## config.mk

```make
export PLATFORM = sky130hd
export DESIGN_NAME = png_container_framer_core
export DESIGN_NICKNAME = d
export VERILOG_FILES = /design/src/rtl/pcf_pkg.sv /design/src/rtl/png_container_framer_core.sv
export SDC_FILE = /design/constraint.sdc
export NUM_CORES = 1
export LEC_CHECK = 0
export ABC_AREA = 1
export BUFFER_PORTS_ARGS = -buffer_cell sky130_fd_sc_hd__buf_4
export CAP_MARGIN = 15
export CORE_AREA = 2 2 177 179
export DETAILED_ROUTE_END_ITERATION = 16
export DIE_AREA = 0 0 179 181
export PLACE_DENSITY = 0.64
export SYNTH_ARGS = -nofsm -noshare
export SYNTH_HDL_FRONTEND = slang
export SYNTH_SLANG_ARGS = --single-unit
```

## constraint.sdc

```tcl
create_clock -name clk -period 7.03 [get_ports clk]
set_clock_uncertainty 0.1 [all_clocks]
set_input_delay 2.109 -clock clk [delete_from_list [all_inputs] [get_ports clk]]
set_output_delay 2.109 -clock clk [all_outputs]
set_load 0.01 [all_outputs]
```

## src/rtl/pcf_pkg.sv

```systemverilog
package pcf_pkg;

  localparam logic [31:0] CRC_POLY = 32'hEDB88320;
  localparam logic [31:0] CRC_ONES = 32'hFFFFFFFF;

  localparam logic [63:0] PNG_SIG   = 64'h89504E470D0A1A0A;
  localparam logic [31:0] TYPE_IHDR = 32'h49484452;
  localparam logic [31:0] TYPE_IDAT = 32'h49444154;
  localparam logic [31:0] TYPE_IEND = 32'h49454E44;
  localparam logic [31:0] IHDR_LEN  = 32'd13;
  localparam logic [7:0]  BIT_DEPTH  = 8'd8;
  localparam logic [7:0]  COLOR_TYPE = 8'd2;

  localparam int REG_W = 31;

  localparam logic [1:0] CFG_IMAGE_WIDTH  = 2'd0;
  localparam logic [1:0] CFG_IMAGE_HEIGHT = 2'd1;
  localparam logic [1:0] CFG_IDAT_LENGTH  = 2'd2;

  typedef struct packed {
    logic [7:0] data_byte;
    logic       is_last;
  } item_t;

  typedef struct packed {
    logic [7:0] out_byte;
    logic       run_last;
    logic       file_done;
    logic       length_mismatch;
  } result_t;

  function automatic logic [31:0] crc_byte(logic [31:0] crc, logic [7:0] b);
    logic [31:0] c;
    c = crc ^ {24'd0, b};
    for (int k = 0; k < 8; k++) begin
      c = c[0] ? (CRC_POLY ^ (c >> 1)) : (c >> 1);
    end
    return c;
  endfunction

  function automatic logic [7:0] word_byte(logic [31:0] w, logic [5:0] rel);
    logic [7:0] r;
    case (rel)
      6'd0:    r = w[31:24];
      6'd1:    r = w[23:16];
      6'd2:    r = w[15:8];
      default: r = w[7:0];
    endcase
    return r;
  endfunction

endpackage

```

## src/rtl/png_container_framer_core.sv

```systemverilog
// channel | direction | handshake                  | beat
// item    | in        | item_valid / item_stall    | item_t: data_byte, is_last
// res     | out       | res_valid / res_stall      | result_t: out_byte, flags
// cfg     | in        | cfg_valid / cfg_ready      | cfg_index, cfg_data
//
// One output byte per cycle from the result register, unless res stalls. A plain
// data item gives its data byte only, the first item of a file also the header
// burst, the last the trailer burst, an item that opens and closes a file both.
// The CRC-32 unit takes the chunk type and data bytes, one per cycle unless res stalls, in line with the output byte.
// rst is synchronous: clears the control state, sets the configuration registers to 1.
// A stall on res holds the result register and, through it, the item stage.
module png_container_framer_core
  import pcf_pkg::*;
(
  input  logic               clk,
  input  logic               rst,
  input  logic               item_valid,
  output logic               item_stall,
  input  item_t              item,
  output logic               res_valid,
  input  logic               res_stall,
  output result_t            res,
  input  logic               cfg_valid,
  output logic               cfg_ready,
  input  logic [1:0]         cfg_index,
  input  logic [REG_W-1:0]   cfg_data
);

  localparam logic [5:0] P_SIG    = 6'd0;
  localparam logic [5:0] P_ILEN   = 6'd8;
  localparam logic [5:0] P_ITYPE  = 6'd12;
  localparam logic [5:0] P_WIDTH  = 6'd16;
  localparam logic [5:0] P_HEIGHT = 6'd20;
  localparam logic [5:0] P_DEPTH  = 6'd24;
  localparam logic [5:0] P_CTYPE  = 6'd25;
  localparam logic [5:0] P_METH   = 6'd26;
  localparam logic [5:0] P_ICRC   = 6'd29;
  localparam logic [5:0] P_DLEN   = 6'd33;
  localparam logic [5:0] P_DTYPE  = 6'd37;
  localparam logic [5:0] P_DATA   = 6'd41;
  localparam logic [5:0] P_DCRC   = 6'd42;
  localparam logic [5:0] P_ZLEN   = 6'd46;
  localparam logic [5:0] P_ETYPE  = 6'd50;
  localparam logic [5:0] P_ECRC   = 6'd54;
  localparam logic [5:0] P_END    = 6'd57;

  logic [REG_W-1:0] image_width;
  logic [REG_W-1:0] image_height;
  logic [REG_W-1:0] idat_length;

  item_t       item_q;
  logic        item_full;
  logic [5:0]  pos;
  logic [31:0] crc;
  logic [31:0] byte_count;

  logic        emit;
  logic        final_beat;
  logic [7:0]  cur_byte;
  logic [31:0] crc_upd;
  logic [5:0]  pos_next;
  logic        mismatch;

  assign cfg_ready  = 1'b1;
  assign emit       = item_full && (!res_valid || !res_stall);
  assign final_beat = (pos == P_END) || ((pos == P_DATA) && !item_q.is_last);
  assign item_stall = item_full && !(emit && final_beat);
  assign crc_upd    = crc_byte(crc, cur_byte);
  assign mismatch   = byte_count != {1'b0, idat_length};

  always_comb begin
    case (pos) inside
      [P_SIG:P_ILEN-6'd1]:      cur_byte = PNG_SIG[{3'd7 - pos[2:0], 3'd0} +: 8];
      [P_ILEN:P_ITYPE-6'd1]:    cur_byte = word_byte(IHDR_LEN, pos - P_ILEN);
      [P_ITYPE:P_WIDTH-6'd1]:   cur_byte = word_byte(TYPE_IHDR, pos - P_ITYPE);
      [P_WIDTH:P_HEIGHT-6'd1]:  cur_byte = word_byte({1'b0, image_width}, pos - P_WIDTH);
      [P_HEIGHT:P_DEPTH-6'd1]:  cur_byte = word_byte({1'b0, image_height}, pos - P_HEIGHT);
      P_DEPTH:                  cur_byte = BIT_DEPTH;
      P_CTYPE:                  cur_byte = COLOR_TYPE;
      [P_METH:P_ICRC-6'd1]:     cur_byte = 8'd0;
      [P_ICRC:P_DLEN-6'd1]:     cur_byte = word_byte(crc ^ CRC_ONES, pos - P_ICRC);
      [P_DLEN:P_DTYPE-6'd1]:    cur_byte = word_byte({1'b0, idat_length}, pos - P_DLEN);
      [P_DTYPE:P_DATA-6'd1]:    cur_byte = word_byte(TYPE_IDAT, pos - P_DTYPE);
      P_DATA:                   cur_byte = item_q.data_byte;
      [P_DCRC:P_ZLEN-6'd1]:     cur_byte = word_byte(crc ^ CRC_ONES, pos - P_DCRC);
      [P_ZLEN:P_ETYPE-6'd1]:    cur_byte = 8'd0;
      [P_ETYPE:P_ECRC-6'd1]:    cur_byte = word_byte(TYPE_IEND, pos - P_ETYPE);
      [P_ECRC:P_END]:           cur_byte = word_byte(crc ^ CRC_ONES, pos - P_ECRC);
      default:                  cur_byte = 8'd0;
    endcase
  end

  always_comb begin
    if (pos == P_END) begin
      pos_next = P_SIG;
    end else if (pos == P_DATA) begin
      pos_next = item_q.is_last ? P_DCRC : P_DATA;
    end else begin
      pos_next = pos + 6'd1;
    end
  end

  always_ff @(posedge clk) begin
    if (rst) begin
      image_width  <= REG_W'(1);
      image_height <= REG_W'(1);
      idat_length  <= REG_W'(1);
    end else if (cfg_valid && cfg_ready) begin
      case (cfg_index)
        CFG_IMAGE_WIDTH:  image_width  <= cfg_data;
        CFG_IMAGE_HEIGHT: image_height <= cfg_data;
        CFG_IDAT_LENGTH:  idat_length  <= cfg_data;
        default: ;
      endcase
    end
  end

  always_ff @(posedge clk) begin
    if (item_valid && !item_stall) begin
      item_q <= item;
    end
    if (emit) begin
      res.out_byte        <= cur_byte;
      res.run_last        <= final_beat;
      res.file_done       <= pos == P_END;
      res.length_mismatch <= (pos == P_END) && mismatch;
    end
  end

  always_ff @(posedge clk) begin
    if (rst) begin
      item_full  <= 1'b0;
      res_valid  <= 1'b0;
      pos        <= P_SIG;
      crc        <= CRC_ONES;
      byte_count <= 32'd0;
    end else begin
      if (item_valid && !item_stall) begin
        item_full <= 1'b1;
      end else if (emit && final_beat) begin
        item_full <= 1'b0;
      end

      if (emit) begin
        res_valid <= 1'b1;
      end else if (!res_stall) begin
        res_valid <= 1'b0;
      end

      if (emit) begin
        pos <= pos_next;
        case (pos) inside
          [P_ITYPE:P_ICRC-6'd1], [P_DTYPE:P_DATA], [P_ETYPE:P_ECRC-6'd1]:
            crc <= crc_upd;
          P_DLEN-6'd1, P_ZLEN-6'd1, P_END:
            crc <= CRC_ONES;
          default: ;
        endcase
        if (pos == P_DATA) begin
          byte_count <= (byte_count == CRC_ONES) ? byte_count : byte_count + 32'd1;
        end else if (pos == P_END) begin
          byte_count <= 32'd0;
        end
      end
    end
  end

endmodule

```

### Word-level counts from Yosys, hierarchy flattened

Cells that the tools add are included.

| storage, ports and cells | value |
|---|---|
| bits in registers | 185 |
| latch bits | 0 |
| RAM bits | 0 |
| ROM bits | 0 |
| memories kept | 0 |

| cells by class | value |
|---|---|
| add/sub/neg operators | 13 |
| $mul | 0 |
| div/mod/pow operators | 0 |
| $lt $le $gt $ge | 27 |
| equality and inequality tests | 32 |
| shifts and indexed selects | 1 |
| muxes and demuxes | 46 |
| bitwise operators | 10 |
| reductions and logical operators | 50 |

Operator list:

| kind | number |
|---|---|
| 32-bit two-way mux | 13 |
| 8-bit one-hot mux with 3 select lines | 6 |
| 8-bit two-way mux | 16 |
| 13-bit NOT with 14-bit output | 8 |
| 64-bit by 7-bit indexed part select with 8-bit output (first input constant) | 1 |
| 6-bit by 1-bit == test with 1-bit output (second input constant) | 10 |
| 6-bit by 2-bit == test with 1-bit output (second input constant) | 10 |
| 6-bit logical NOT | 10 |
| 6-bit less-or-equal comparator (second input constant) | 8 |
| 6-bit >= comparator (second input constant) | 6 |
| 32-bit by 1-bit adder with 32-bit output (second input constant) | 1 |
| 32-bit == test (second input constant) | 1 |
| 32-bit by 31-bit != test with 1-bit output | 1 |
| 32-bit NOT | 1 |
| 32-bit by 8-bit bitwise XOR with 32-bit output | 1 |
| 5-bit one-hot mux with 3 select lines | 2 |
| 6-bit subtractor (second input constant) | 5 |
| 6-bit == test (second input constant) | 4 |
| 6-bit by 5-bit >= comparator with 1-bit output (second input constant) | 4 |
| 1-bit logical AND | 21 |
| 6-bit by 5-bit less-or-equal comparator with 1-bit output (second input constant) | 3 |
| 6-bit by 5-bit subtractor with 6-bit output (second input constant) | 3 |
| 6-bit by 5-bit == test with 1-bit output (second input constant) | 2 |
| 6-bit by 4-bit >= comparator with 1-bit output (second input constant) | 2 |
| other kinds (22) | 40 |

### Depth between registers and ports, before layout

| depth | value |
|---|---|
| depth in word-level cells | 37 |
| depth in mapped cells | 39 |
| mapped depth without buffers | 38 |

### Worst setup path before layout

No wires, ideal clock.

| timing | value |
|---|---|
| path kind | input-to-output |
| from | input port res_stall |
| to | output port item_stall |
| arrival | 2.947 ns |
| required time | 4.821 ns |
| slack | 1.874 ns |
| stages on the path | 4 |
| path through | nand2_1 -> nand2_1 -> inv_1 -> a21oi_1 |

| on the way | value |
|---|---|
| word-level cells in the longest chain between the ends | 6 |

RTL lines:

| item | RTL line | source |
|---|---|---|
| start, declared | png_container_framer_core.sv:21 | `input logic res_stall,` |
| 1-bit logical NOT | - |  |
| 1-bit logical OR | png_container_framer_core.sv:65 | `assign emit = item_full && (!res_valid \|\| !res_stall);` |
| 1-bit logical AND | png_container_framer_core.sv:65 |  |
| net emit | png_container_framer_core.sv:57 | `logic emit;` |
| 1-bit logical AND | png_container_framer_core.sv:67 | `assign item_stall = item_full && !(emit && final_beat);` |
| 1-bit logical NOT | png_container_framer_core.sv:67 |  |
| 1-bit logical AND | png_container_framer_core.sv:67 |  |
| end, declared | png_container_framer_core.sv:18 | `output logic item_stall,` |

The timed path passes the listed nets, and every way through them passes these cells.

### Worst setup path after layout

| timing | value |
|---|---|
| from | register pos[3] |
| to | output port item_stall |

| on the way | value |
|---|---|
| word-level cells in the longest chain between the ends | 6 |
| elaborated cells between the ends (all ways) | 7 |
| classes of those cells | 2 x eq/ne; 5 x reduce/logical |

RTL lines:

| item | RTL line | source |
|---|---|---|
| start, declared | png_container_framer_core.sv:53 | `logic [5:0] pos;` |
| start signal, assigned | png_container_framer_core.sv:151 | `pos <= pos_next;` |
| 6-bit == test | png_container_framer_core.sv:66 | `assign final_beat = (pos == P_END) \|\| ((pos == P_DATA) && !item_q.is_last);` |
| 1-bit logical AND | png_container_framer_core.sv:66 |  |
| 1-bit logical OR (*) | png_container_framer_core.sv:66 |  |
| net final_beat | png_container_framer_core.sv:58 | `logic final_beat;` |
| 1-bit logical AND (*) | png_container_framer_core.sv:67 |  |
| 1-bit logical NOT (*) | png_container_framer_core.sv:67 |  |
| 1-bit logical AND (*) | png_container_framer_core.sv:67 |  |

Mark *: on every way through the listed nets, which the timed path passes. The rest lies on a longest branch.

==> metrics.csv <==
metric,value,unit
WP data arrival,3360,ps
Final Cycle Share,0.792,
crit-path leading delay family,simple AND/OR/NAND/NOR gates,
Tot GR Track Use,0.266,
VDD IR-drop max,0.179,mV
Crit path largest cell delay,860,ps
worst-path fanout max,15,
Achievable Freq,180,MHz
Max Slew Vio Count,0,
worst skew pair latency,460,ps
Post-synth EDFFs,20,
Die Ht,181,um
Die Span X,179,um
syn_nets,1889,
share of layout cells above drive strength 1,0.129,
Detail Route Antenna Nets,0,
Area Overhead vs Synth,11.2,%
Finished Core Util,0.442,
Syn Area/Cell,6.61,sq um
largest cells by area after synthesis,"dfxtp_1 27%, nand2_1 13%, nor2_1 7.3%, o21ai_0 6.4%, a21oi_1 5.6%",
first drt pass iteration count,5,
CTS Sinks,185,
Worst Hold Depth,2,
Critical Path Stages,11,
TritonCTS buffer count,17,
DR vias/cell,5.54,
Hold WS,361,ps
Post-synth top cells,"424 x nand2_1, 234 x nor2_1, 166 x inv_1",
post-cts sizing count,0,
Syn Std Cell Area,12100,sq um
Final Critical Period,5570,ps
Critical Path Start Type,register,
CTS tree,yes,
synth unique cells,68,
PD cells,184,nW/um^2
Setup crit end kind,output port,
synth warn,0,
filler cell count in the final layout,3222,
"area leader, netlist",dfxtp_1,
Post-CTS Setup Repair Bufs,0,
Synth async-reset ratio,0,
Synth Register Bits,185,
setup tns final,0,ps
DR vias,12500,
grt ovf,0,
CTS Hold Buffers Added,0,
Placer Congestion,0.999,
first-pass GRT wire length,66800,um
worst-case reg-to-reg path depth,29,
final net count,1919,
static leakage,5.84,nW
HPWL Detailed,31900,um
DIE AREA,32400,sq um
kind of critical path,register to output port,
unrepaired setup endpoints after global routing,false,
Initial Util,0.397,
drt drc,0,
io pins,61,
Rows,64,
Worst path slowest cell,dfxtp_1,
Syn Inst Count,1824,
H-tree depth,4,
crit path cell chain,"inv_2, nor2_4, inv_2, nor2_4, inv_2, nor2_4, inv_1, or2_2, nand2_1, a21oi_1, buf_4",
vias in the first global route,11900,
Buf/Inv on CP,5,
FF+latch area,3900,sq um
top cell type's share of synthesized area,0.274,
largest net degree at the start of global routing,51,
Required @ worst endpoint,4820,ps
Iter 0 DRT Violations,1229,
Avg WL per Cell,18.6,um
Routed WL,42100,um
clk buf depth,2,
Worst-path clk slew,70,ps
Core Area,30300,sq um
placed instance area,12800,sq um
sequential area share after synthesis,0.324,
Setup Viol. Count Final,0,
"Hold Violations, Final",0,
n_diodes,0,
overall power,2.47,mW
initial antenna violation count,0,
area occupied by multi-input gates,7170,sq um
IO buf count,59,
root buf cell,clkbuf_16,
"count leader, synth",nand2_1,
run status,"complete, no violations",
HP Class,register to register,
Slew HR,0.291,
post-route cell area,13400,sq um
Max Cap Viol,0,
"Primary FF master, synth",dfxtp_1,
Worst-Margin Slew,1060,ps
-- layout make-up --
class,count,share of cell area
inverter,194,0.0546
timing repair buffer,68,0.0396
tap,396,0.0370
clock inverter,12,0.0102
sequential,185,0.291
clock buffer,19,0.0330
multi-input combinational,1388,0.535
-- layout by cell type, fill, tap and decap left out, drive strengths merged, types with 2 or more instances in the layout --
cell type and n:
nand2 481, nor2 256, inv 195, o21ai 178
dfxtp 165, a21oi 140, nand3 117, buf 68
nor3 37, xor2 29, o211ai 28, nand4 21
edfxtp 20, clkbuf 19, ha 18, o22ai 12
a221oi 9, nor4 9, a211oi 8, clkinv 7
or2 6, o221ai 5, a22o 4, a31oi 3
o2111ai 3, a41oi 3, nor3b 3, xnor2 3
o21a 3, a2111oi 2, clkinvlp 2, bufinv 2
and2 2
-- final timing paths --
check | slack [ps] | end | from
worst min-delay path | 360 | image_width[0]$_SDFFE_PP1P_ | image_width[0]$_SDFFE_PP1P_
worst max-delay path | 1460 | item_stall | pos[3]$_SDFFE_PP0P_
worst max register to register | 2060 | crc[3]$_SDFFE_PP1P_ | pos[4]$_SDFFE_PP0P_
worst min register to register | 360 | image_width[0]$_SDFFE_PP1P_ | image_width[0]$_SDFFE_PP1P_
-- kinds of logic after synthesis --
kind of cell,after synthesis,synth area share
AO/OA/AOI/OAI,402,0.190
buffers and inverters,251,0.0823
AND/OR/NAND/NOR,934,0.357
other,1,0.000311
XOR/XNOR,33,0.0273
adder cells (fa/ha/maj),18,0.0187
flip-flops,185,0.324
-- layer usage --
layer,up-vias,global-route usage,share of wire
li1,6093,-,-
met1,5895,0.355,0.44
met2,447,0.422,0.45
met3,100,0.0383,0.057
met4,0,0.123,0.046
met5,-,0,0
-- through the flow --
| stage | setup slack (ps) | instances |
|---|---|---|
| 6_report | 1460 | 2262 |
| 3_5_place_dp | 1850 | 2230 |
| 5_1_grt | 1310 | 2262 |
| 3_3_place_gp | 1880 | 2230 |
| 2_1_floorplan | 1870 | 1824 |
| 4_1_cts | 1500 | 2261 |
-- flip-flops by register name, indices dropped and copies added (netlist names) --
register,flops
byte_count,32
crc,32
idat_length,31
image_height,31
image_width,31
item_full,1
item_q,9
pos,6
res,11
res_valid,1
-- tightest hold or removal path: stages, from the launching register on --
cell,delay [ps]
dfxtp_1,330
nand2_1,50
nand3_1,50
-- where the power goes --
group          leakage, nW  switching, mW  internal, mW
Clock                0.282          0.446         0.536
Sequential            1.53         0.0233          1.10
Combinational         4.03          0.249         0.114
No activity file was read; power rests on OpenSTA's default activity.
